==> config.mk <==
export PLATFORM = sky130hd
export DESIGN_NAME = timed_half_step_stepper_sequencer_flat
export DESIGN_NICKNAME = d
export VERILOG_FILES = /design/src/sv/thss_pkg.sv /design/src/sv/thss_if.sv /design/src/sv/timed_half_step_stepper_sequencer.sv /design/src/flat_wrapper.sv
export VERILOG_INCLUDE_DIRS = /design/src /design/src/sv
export SDC_FILE = /design/constraint.sdc
export NUM_CORES = 1
export LEC_CHECK = 0
export BUFFER_PORTS_ARGS = -buffer_cell sky130_fd_sc_hd__clkbuf_2
export CAP_MARGIN = 20
export CORE_MARGIN = 2
export CORE_UTILIZATION = 45
export CTS_CLUSTER_DIAMETER = 60
export DETAILED_ROUTE_END_ITERATION = 12
export PLACE_DENSITY = 0.69
export SLEW_MARGIN = 30
export SYNTH_ARGS = -nofsm -noshare
export SYNTH_HDL_FRONTEND = slang
export SYNTH_SLANG_ARGS = --single-unit
==> constraint.sdc <==
create_clock -name i_clk -period 7 [get_ports i_clk]
set_input_delay 1.05 -clock i_clk [delete_from_list [all_inputs] [get_ports i_clk]]
set_output_delay 1.05 -clock i_clk [all_outputs]
set_load 0.02 [all_outputs]
==> src/sv/timed_half_step_stepper_sequencer_defines.svh <==
// assertion macros for the half-step stepper sequencer
`ifndef TIMED_HALF_STEP_STEPPER_SEQUENCER_DEFINES_SVH
`define TIMED_HALF_STEP_STEPPER_SEQUENCER_DEFINES_SVH

`ifndef NO_ASSERTIONS
`define THSS_ASSERT(name, clk, rst_n, prop) \
    name: assert property (@(posedge clk) disable iff (!rst_n) prop) \
        else $error("thss assertion failed");
`define THSS_ASSERT_ALWAYS(name, clk, prop) \
    name: assert property (@(posedge clk) prop) \
        else $error("thss assertion failed");
`else
`define THSS_ASSERT(name, clk, rst_n, prop)
`define THSS_ASSERT_ALWAYS(name, clk, prop)
`endif

`endif

==> src/sv/thss_pkg.sv <==
// types, codes and coil pattern table for the half-step stepper sequencer
package thss_pkg;

    localparam logic [1:0] REQ_MOVE = 2'd0;
    localparam logic [1:0] REQ_TICK = 2'd1;
    localparam logic [1:0] REQ_STOP = 2'd2;

    localparam logic [1:0] DIR_OPEN  = 2'd0;
    localparam logic [1:0] DIR_CLOSE = 2'd1;

    localparam logic [1:0] STATUS_OK      = 2'd0;
    localparam logic [1:0] STATUS_INVALID = 2'd1;
    localparam logic [1:0] STATUS_BUSY    = 2'd2;

    localparam logic [2:0] PHASE_FWD  = 3'd1;
    localparam logic [2:0] PHASE_BACK = 3'd7;

    typedef struct packed {
        logic [1:0]  req_type;
        logic [1:0]  move_dir;
        logic [31:0] step_count;
        logic [31:0] step_interval_ms;
        logic [31:0] now_ms;
    } t_req;

    typedef struct packed {
        logic [1:0] status;
        logic [3:0] coil_bits;
        logic       busy_res;
    } t_res;

    function automatic logic [3:0] coil_pattern(input logic [2:0] phase);
        logic [3:0] pat;
        case (phase)
            3'd0:    pat = 4'd1;
            3'd1:    pat = 4'd3;
            3'd2:    pat = 4'd2;
            3'd3:    pat = 4'd6;
            3'd4:    pat = 4'd4;
            3'd5:    pat = 4'd12;
            3'd6:    pat = 4'd8;
            default: pat = 4'd9;
        endcase
        return pat;
    endfunction

endpackage

==> src/sv/thss_if.sv <==
// request and result channel interfaces for the half-step stepper sequencer
interface thss_req_if;
    logic            valid;
    logic            ready;
    thss_pkg::t_req  payload;

    modport source (output valid, output payload, input ready);
    modport sink   (input valid, input payload, output ready);
endinterface

interface thss_res_if;
    logic            valid;
    logic            ready;
    thss_pkg::t_res  payload;

    modport source (output valid, output payload, input ready);
    modport sink   (input valid, input payload, output ready);
endinterface

==> src/sv/timed_half_step_stepper_sequencer.sv <==
// Half-step sequencer for a four-coil unipolar stepper. Each request word (move, tick or
// stop) yields exactly one result word: it is held in the input register, then goes through
// the decode and state update into the result register. A new word is taken every cycle as
// long as the result side keeps taking words; the result register frees the input side
// whenever its word is taken in the same cycle. Throughput is one word per cycle while the
// result side takes words; the step update (32-bit deadline compare, deadline add and step
// count decrement) is combinational. Coils go off after the last step and on stop.
`include "timed_half_step_stepper_sequencer_defines.svh"

module timed_half_step_stepper_sequencer (
    input  logic              i_clk,
    input  logic              i_rst_n,
    thss_req_if.sink          i_req,
    thss_res_if.source        o_res
);

    logic            r_in_valid;
    thss_pkg::t_req  r_in;
    logic            r_out_valid;
    thss_pkg::t_res  r_out;

    logic [31:0] r_steps_left;
    logic [31:0] r_step_period;
    logic [31:0] r_next_step_time;
    logic        r_move_reverse;
    logic [2:0]  r_phase;
    logic [3:0]  r_coil_level;

    logic [31:0] n_steps_left;
    logic [31:0] n_step_period;
    logic [31:0] n_next_step_time;
    logic        n_move_reverse;
    logic [2:0]  n_phase;
    logic [3:0]  n_coil_level;
    logic [1:0]  n_status;

    logic        advance;
    logic        fire;
    logic [31:0] diff;
    logic        bad_move;

    assign advance     = !r_out_valid || o_res.ready;
    assign fire        = r_in_valid && advance;
    assign i_req.ready = !r_in_valid || advance;

    assign diff     = r_in.now_ms - r_next_step_time;
    assign bad_move = (r_in.move_dir != thss_pkg::DIR_OPEN &&
                       r_in.move_dir != thss_pkg::DIR_CLOSE) ||
                      r_in.step_count == 32'd0 || r_in.step_interval_ms == 32'd0;

    always_comb begin
        n_steps_left     = r_steps_left;
        n_step_period    = r_step_period;
        n_next_step_time = r_next_step_time;
        n_move_reverse   = r_move_reverse;
        n_phase          = r_phase;
        n_coil_level     = r_coil_level;
        n_status         = thss_pkg::STATUS_OK;
        unique case (r_in.req_type)
            thss_pkg::REQ_MOVE: begin
                if (bad_move) begin
                    n_status = thss_pkg::STATUS_INVALID;
                end else if (r_steps_left != 32'd0) begin
                    n_status = thss_pkg::STATUS_BUSY;
                end else begin
                    n_move_reverse   = r_in.move_dir[0];
                    n_steps_left     = r_in.step_count;
                    n_step_period    = r_in.step_interval_ms;
                    n_next_step_time = r_in.now_ms;
                end
            end
            thss_pkg::REQ_TICK: begin
                if (r_steps_left != 32'd0 && !diff[31]) begin
                    n_phase = r_phase + (r_move_reverse ? thss_pkg::PHASE_BACK
                                                        : thss_pkg::PHASE_FWD);
                    n_coil_level     = (r_steps_left == 32'd1) ? 4'd0
                                                               : thss_pkg::coil_pattern(n_phase);
                    n_next_step_time = r_next_step_time + r_step_period;
                    n_steps_left     = r_steps_left - 32'd1;
                end
            end
            thss_pkg::REQ_STOP: begin
                n_steps_left     = 32'd0;
                n_step_period    = 32'd0;
                n_next_step_time = 32'd0;
                n_move_reverse   = 1'b0;
                n_phase          = 3'd0;
                n_coil_level     = 4'd0;
            end
            default: begin
            end
        endcase
    end

    always_ff @(posedge i_clk) begin
        if (!i_rst_n) begin
            r_in_valid       <= 1'b0;
            r_out_valid      <= 1'b0;
            r_steps_left     <= 32'd0;
            r_step_period    <= 32'd0;
            r_next_step_time <= 32'd0;
            r_move_reverse   <= 1'b0;
            r_phase          <= 3'd0;
            r_coil_level     <= 4'd0;
        end else begin
            if (i_req.ready) begin
                r_in_valid <= i_req.valid;
            end
            if (advance) begin
                r_out_valid <= r_in_valid;
            end
            if (fire) begin
                r_steps_left     <= n_steps_left;
                r_step_period    <= n_step_period;
                r_next_step_time <= n_next_step_time;
                r_move_reverse   <= n_move_reverse;
                r_phase          <= n_phase;
                r_coil_level     <= n_coil_level;
            end
        end
    end

    always_ff @(posedge i_clk) begin
        if (i_req.valid && i_req.ready) begin
            r_in <= i_req.payload;
        end
        if (fire) begin
            r_out.status    <= n_status;
            r_out.coil_bits <= n_coil_level;
            r_out.busy_res  <= (n_steps_left != 32'd0);
        end
    end

    assign o_res.valid   = r_out_valid;
    assign o_res.payload = r_out;

    property p_phase_step;
        !$stable(r_phase) |-> (r_phase == $past(r_phase) + 3'd1 ||
                               r_phase == $past(r_phase) - 3'd1 || r_phase == 3'd0);
    endproperty

    property p_busy_consistent;
        (o_res.valid && o_res.payload.status == thss_pkg::STATUS_BUSY) |->
            o_res.payload.busy_res;
    endproperty

    // coils are only energized while a move is running
    `THSS_ASSERT(a_coils_need_move, i_clk, i_rst_n, |r_coil_level |-> |r_steps_left)
    // an item leaving the input register always lands in the result register
    `THSS_ASSERT(a_fire_fills_out, i_clk, i_rst_n, fire |=> r_out_valid)
    // phase moves by one half step or returns home on stop
    `THSS_ASSERT(a_phase_step, i_clk, i_rst_n, p_phase_step)
    // a busy rejection reports a running move
    `THSS_ASSERT(a_busy_consistent, i_clk, i_rst_n, p_busy_consistent)
    // nothing is pending right after reset
    `THSS_ASSERT_ALWAYS(a_reset_empty, i_clk, !$past(i_rst_n) |-> (!r_in_valid && !r_out_valid))

endmodule

==> src/flat_wrapper.sv <==
// flat-port wrapper written by rule: the top's interface ports become plain ports
module timed_half_step_stepper_sequencer_flat 
  (i_clk, i_rst_n, i_req_valid, i_req_payload, i_req_ready, o_res_valid, o_res_payload, o_res_ready);
  thss_req_if i_req_i ();
  thss_res_if o_res_i ();
  input  logic i_clk;
  input  logic i_rst_n;
  input wire logic [$bits(i_req_i.valid)-1:0] i_req_valid;
  input wire logic [$bits(i_req_i.payload)-1:0] i_req_payload;
  output wire logic [$bits(i_req_i.ready)-1:0] i_req_ready;
  output wire logic [$bits(o_res_i.valid)-1:0] o_res_valid;
  output wire logic [$bits(o_res_i.payload)-1:0] o_res_payload;
  input wire logic [$bits(o_res_i.ready)-1:0] o_res_ready;
  assign i_req_i.valid = i_req_valid;
  assign i_req_i.payload = i_req_payload;
  assign i_req_ready = i_req_i.ready;
  assign o_res_valid = o_res_i.valid;
  assign o_res_payload = o_res_i.payload;
  assign o_res_i.ready = o_res_ready;
  timed_half_step_stepper_sequencer u_core (.i_clk(i_clk), .i_rst_n(i_rst_n), .i_req(i_req_i), .o_res(o_res_i));
endmodule
==> impl_metrics.toml <==
[placed_design]
hpwl_um = 23200
io_buffers = 112
gp_congestion = 0.993

[min_path]
whs_path_depth = 2
hp-start = "u_core.r_coil_level[1]$_SDFFE_PN0P_"
hold-path-endpoint = "u_core.r_coil_level[1]$_SDFFE_PN0P_"
min_path_type = "reg2reg"

[cells_and_area]
finalNetCount = 1517
fillCellCount = 2465
register_area_um2 = 5340
multi_input_area_um2 = 6060
areaGrowthSynthToFinish_pct = 14.0
layout-drive-gt1-share_pct = 14.6
mostFrequentLayoutCells = "135 x a21oi_1, 113 x nor2_1, 112 x clkbuf_2, 107 x edfxtp_1, 106 x dfxtp_1"
layout_commonest_cell = "a21oi_1"
diodes = 0
final_util_pct = 52.0

[outcome]
status = "complete, no violations"

[worst_setup_path]
cp_common_cell = "a2111o_1"
reg2reg_depth = 12
crit_family = "compound AO/OA/AOI/OAI gates"
startpoint_type = "flip-flop"
crit_buf_inv = 0
crit_path_end_kind = "flip-flop"
reg2reg_from = "u_core.r_in[22]$_DFFE_PP_"
critical_path_class = "reg2reg"
path_cells = "ha_1 -> a21oi_1 -> o21ai_0 -> a221o_1 -> a211o_1 -> a2111o_1 -> a21boi_1 -> nand2_1 -> o32a_1 -> a2111oi_0 -> a41oi_1 -> a2111o_1"
r2r_slack_ps = 2430
cp_max_fo = 7
worstPathArrival_ps = 4850
crit_required_ps = 7280
r2r_end = "u_core.o_res.payload[0]$_DFFE_PP_"
crit_path_top_delay_cell = "a21boi_1"
max_stage_delay_ps = 540

[clock_network]
cts_tree = "yes"
cts_root_buf = "clkbuf_16"
cts_max_level = 1
cts_max_path_buffers = 3
post_cts.repair.setup_buffers = 0
hold_buffers = 0
cts_buffers = 27
cts_sinks = 213
clk_pin_slew_ps = 60
post_cts_resized = 0
insertion_delay_ps = 530

[die]
start_util_pct = 45.6
pin_count = 113
die_h_um = 166
die_x_um = 166
fp-row-count = 59
core_area_um2 = 26000
dieArea_um2 = 27700

[global_routing]
antenna_found_initial = 0
grt_usage_pct = 23.6
overflow = 0
grt_pass1_wl_um = 53400
grt_pass1_vias = 9869
grt_max_degree = 76

[logic_synthesis]
synth_top_area_share_pct = 27.1
synth_cell_types = 80
syn-cell-area_um2 = 11900
ys_ff_latch = 213
ys_async_sr_fraction_pct = 0
synth_area_leaders = "edfxtp_1 27%, dfxtp_1 18%, ha_1 7.6%"
synth_area_per_cell_um2 = 9.43
synth_flop_cell = "edfxtp_1"
syn_inst = 1257
synth_area_leader_cell = "edfxtp_1"
synth_edf_count = 107
syn_nets = 1435
yosysSeqAreaShare_pct = 45.0
ys_warn_count = 0

[sta]
finalCriticalPeriod_ps = 4570
finalMaxSlewViolations = 0
tns_ps = 0
grt_setup_unrepaired = "no"
min_period_over_period_pct = 65.3
finClkSkew_ps = 11.9
fmax_mhz = 219
max_slew_margin_pct = 39.9
final-setup-viol-count = 0
tightestPinTransition_ps = 900
hold_viol = 0

[job]
cap_violations = 0

[detailed_routing]
wire_per_inst_um = 19.7
wl_um = 33500
ant_nets = 0
drc = 0
via_count = 10400
dr.pass1.iters = 6
drt_iter0_drc = 934
vias_per_cell = 6.14

[power]
power.leakage_uw = 0.00533
peakVddDrop_v = 0.000174
power.total_uw = 3230
power_density_nw_per_um2 = 239
==> report_power, final <==
part	switching [uW]	internal [uW]	total, uW
Sequential	50.4	1380	1430
Combinational	339	186	525
Clock	544	728	1270
Total	933	2290	3230
==> layer usage <==
metal | global-route usage [%] | wire length [um] | vias up
met4 | 9.37 | 1280 | 0
met5 | 0 | 0 | -
met1 | 33.2 | 14600 | 4936
met2 | 36.9 | 15300 | 449
li1 | - | - | 4944
met3 | 3.43 | 2270 | 83
==> cell families (layout without fill, tap and decap cells) <==
| family | after synthesis | count (layout) | share of synthesized area, % |
|---|---|---|---|
| flip-flops | 213 | 213 | 45.0 |
| adder cells (fa/ha/maj) | 74 | 74 | 7.93 |
| XOR/XNOR | 31 | 31 | 2.29 |
| AO/OA/AOI/OAI | 410 | 410 | 23.3 |
| multiplexers | 2 | 2 | 0.169 |
| buffers and inverters | 127 | 230 | 4.11 |
| AND/OR/NAND/NOR | 400 | 400 | 17.2 |
==> layout make-up <==
class                           count  area share (%)
Sequential cell                   213            39.5
Multi-Input combinational cell    917            44.8
Clock inverter                     16           0.805
Timing Repair Buffer              130            5.17
Tap cell                          335            3.10
Clock buffer                       34            5.26
Inverter                           50            1.39
==> Yosys cell counts, types with 8 or more instances <==
cell and number:
a21oi_1 135, nor2_1 115, edfxtp_1 107, dfxtp_1 106, nand2_1 90, clkbuf_1 72
ha_1 72, o21ai_0 59, inv_1 48, nor3b_1 35, a211oi_1 33, a221oi_1 30
a21o_1 28, nor4_1 26, nor3_1 25, nand3_1 19, xnor2_1 19, nand4_1 15
nand2b_1 14, or3_1 12, xor2_1 12, a22oi_1 10, nor2b_1 10, or4_1 10
a31oi_1 8, o211ai_1 8
==> worst reg2reg max path, stage by stage (launching register included) <==
cell and delay, ps:
edfxtp_1 400, ha_1 330, a21oi_1 150, o21ai_0 150
a221o_1 350, a211o_1 390, a2111o_1 460, a21boi_1 540
nand2_1 220, o32a_1 340, a2111oi_0 460, a41oi_1 210
a2111o_1 320
==> how the worst max path moves through the flow <==
stage / start / endpoint / depth (start not counted)
after floorplan: o_res_ready / u_core.r_in[0]$_DFFE_PP_ / 3
after global placement: u_core.r_in[29]$_DFFE_PP_ / u_core.o_res.payload[0]$_DFFE_PP_ / 11
after detailed placement: u_core.r_in[30]$_DFFE_PP_ / u_core.o_res.payload[0]$_DFFE_PP_ / 11
after CTS: u_core.r_in[30]$_DFFE_PP_ / u_core.o_res.payload[0]$_DFFE_PP_ / 11
after global routing: u_core.r_in[22]$_DFFE_PP_ / u_core.o_res.payload[0]$_DFFE_PP_ / 13
final: u_core.r_in[22]$_DFFE_PP_ / u_core.o_res.payload[0]$_DFFE_PP_ / 12
==> metrics by stage <==
| step | instance area, um2 | hold slack (ps) | setup WS, ps | instances |
|---|---|---|---|---|
| after CTS | 13500 | 469 | 2400 | 1695 |
| after global placement | 12700 | 447 | 2610 | 1645 |
| after floorplan | 11900 | 436 | 2880 | 1257 |
| after detailed placement | 12700 | 461 | 2470 | 1645 |
| final | 13500 | 465 | 2430 | 1695 |
| after global routing | 13500 | 486 | 2210 | 1695 |
==> flip-flops by register name (all words and copies together) (netlist names) <==
name                     count
u_core.r_coil_level          4
u_core.r_step_period        32
u_core.r_move_reverse        1
u_core.o_res.payload         7
u_core.r_next_step_time     32
u_core.r_in                100
u_core.r_phase               3
u_core.r_in_valid            1
u_core.o_res.valid           1
u_core.r_steps_left         32
Power figures use the tool's default switching activity.
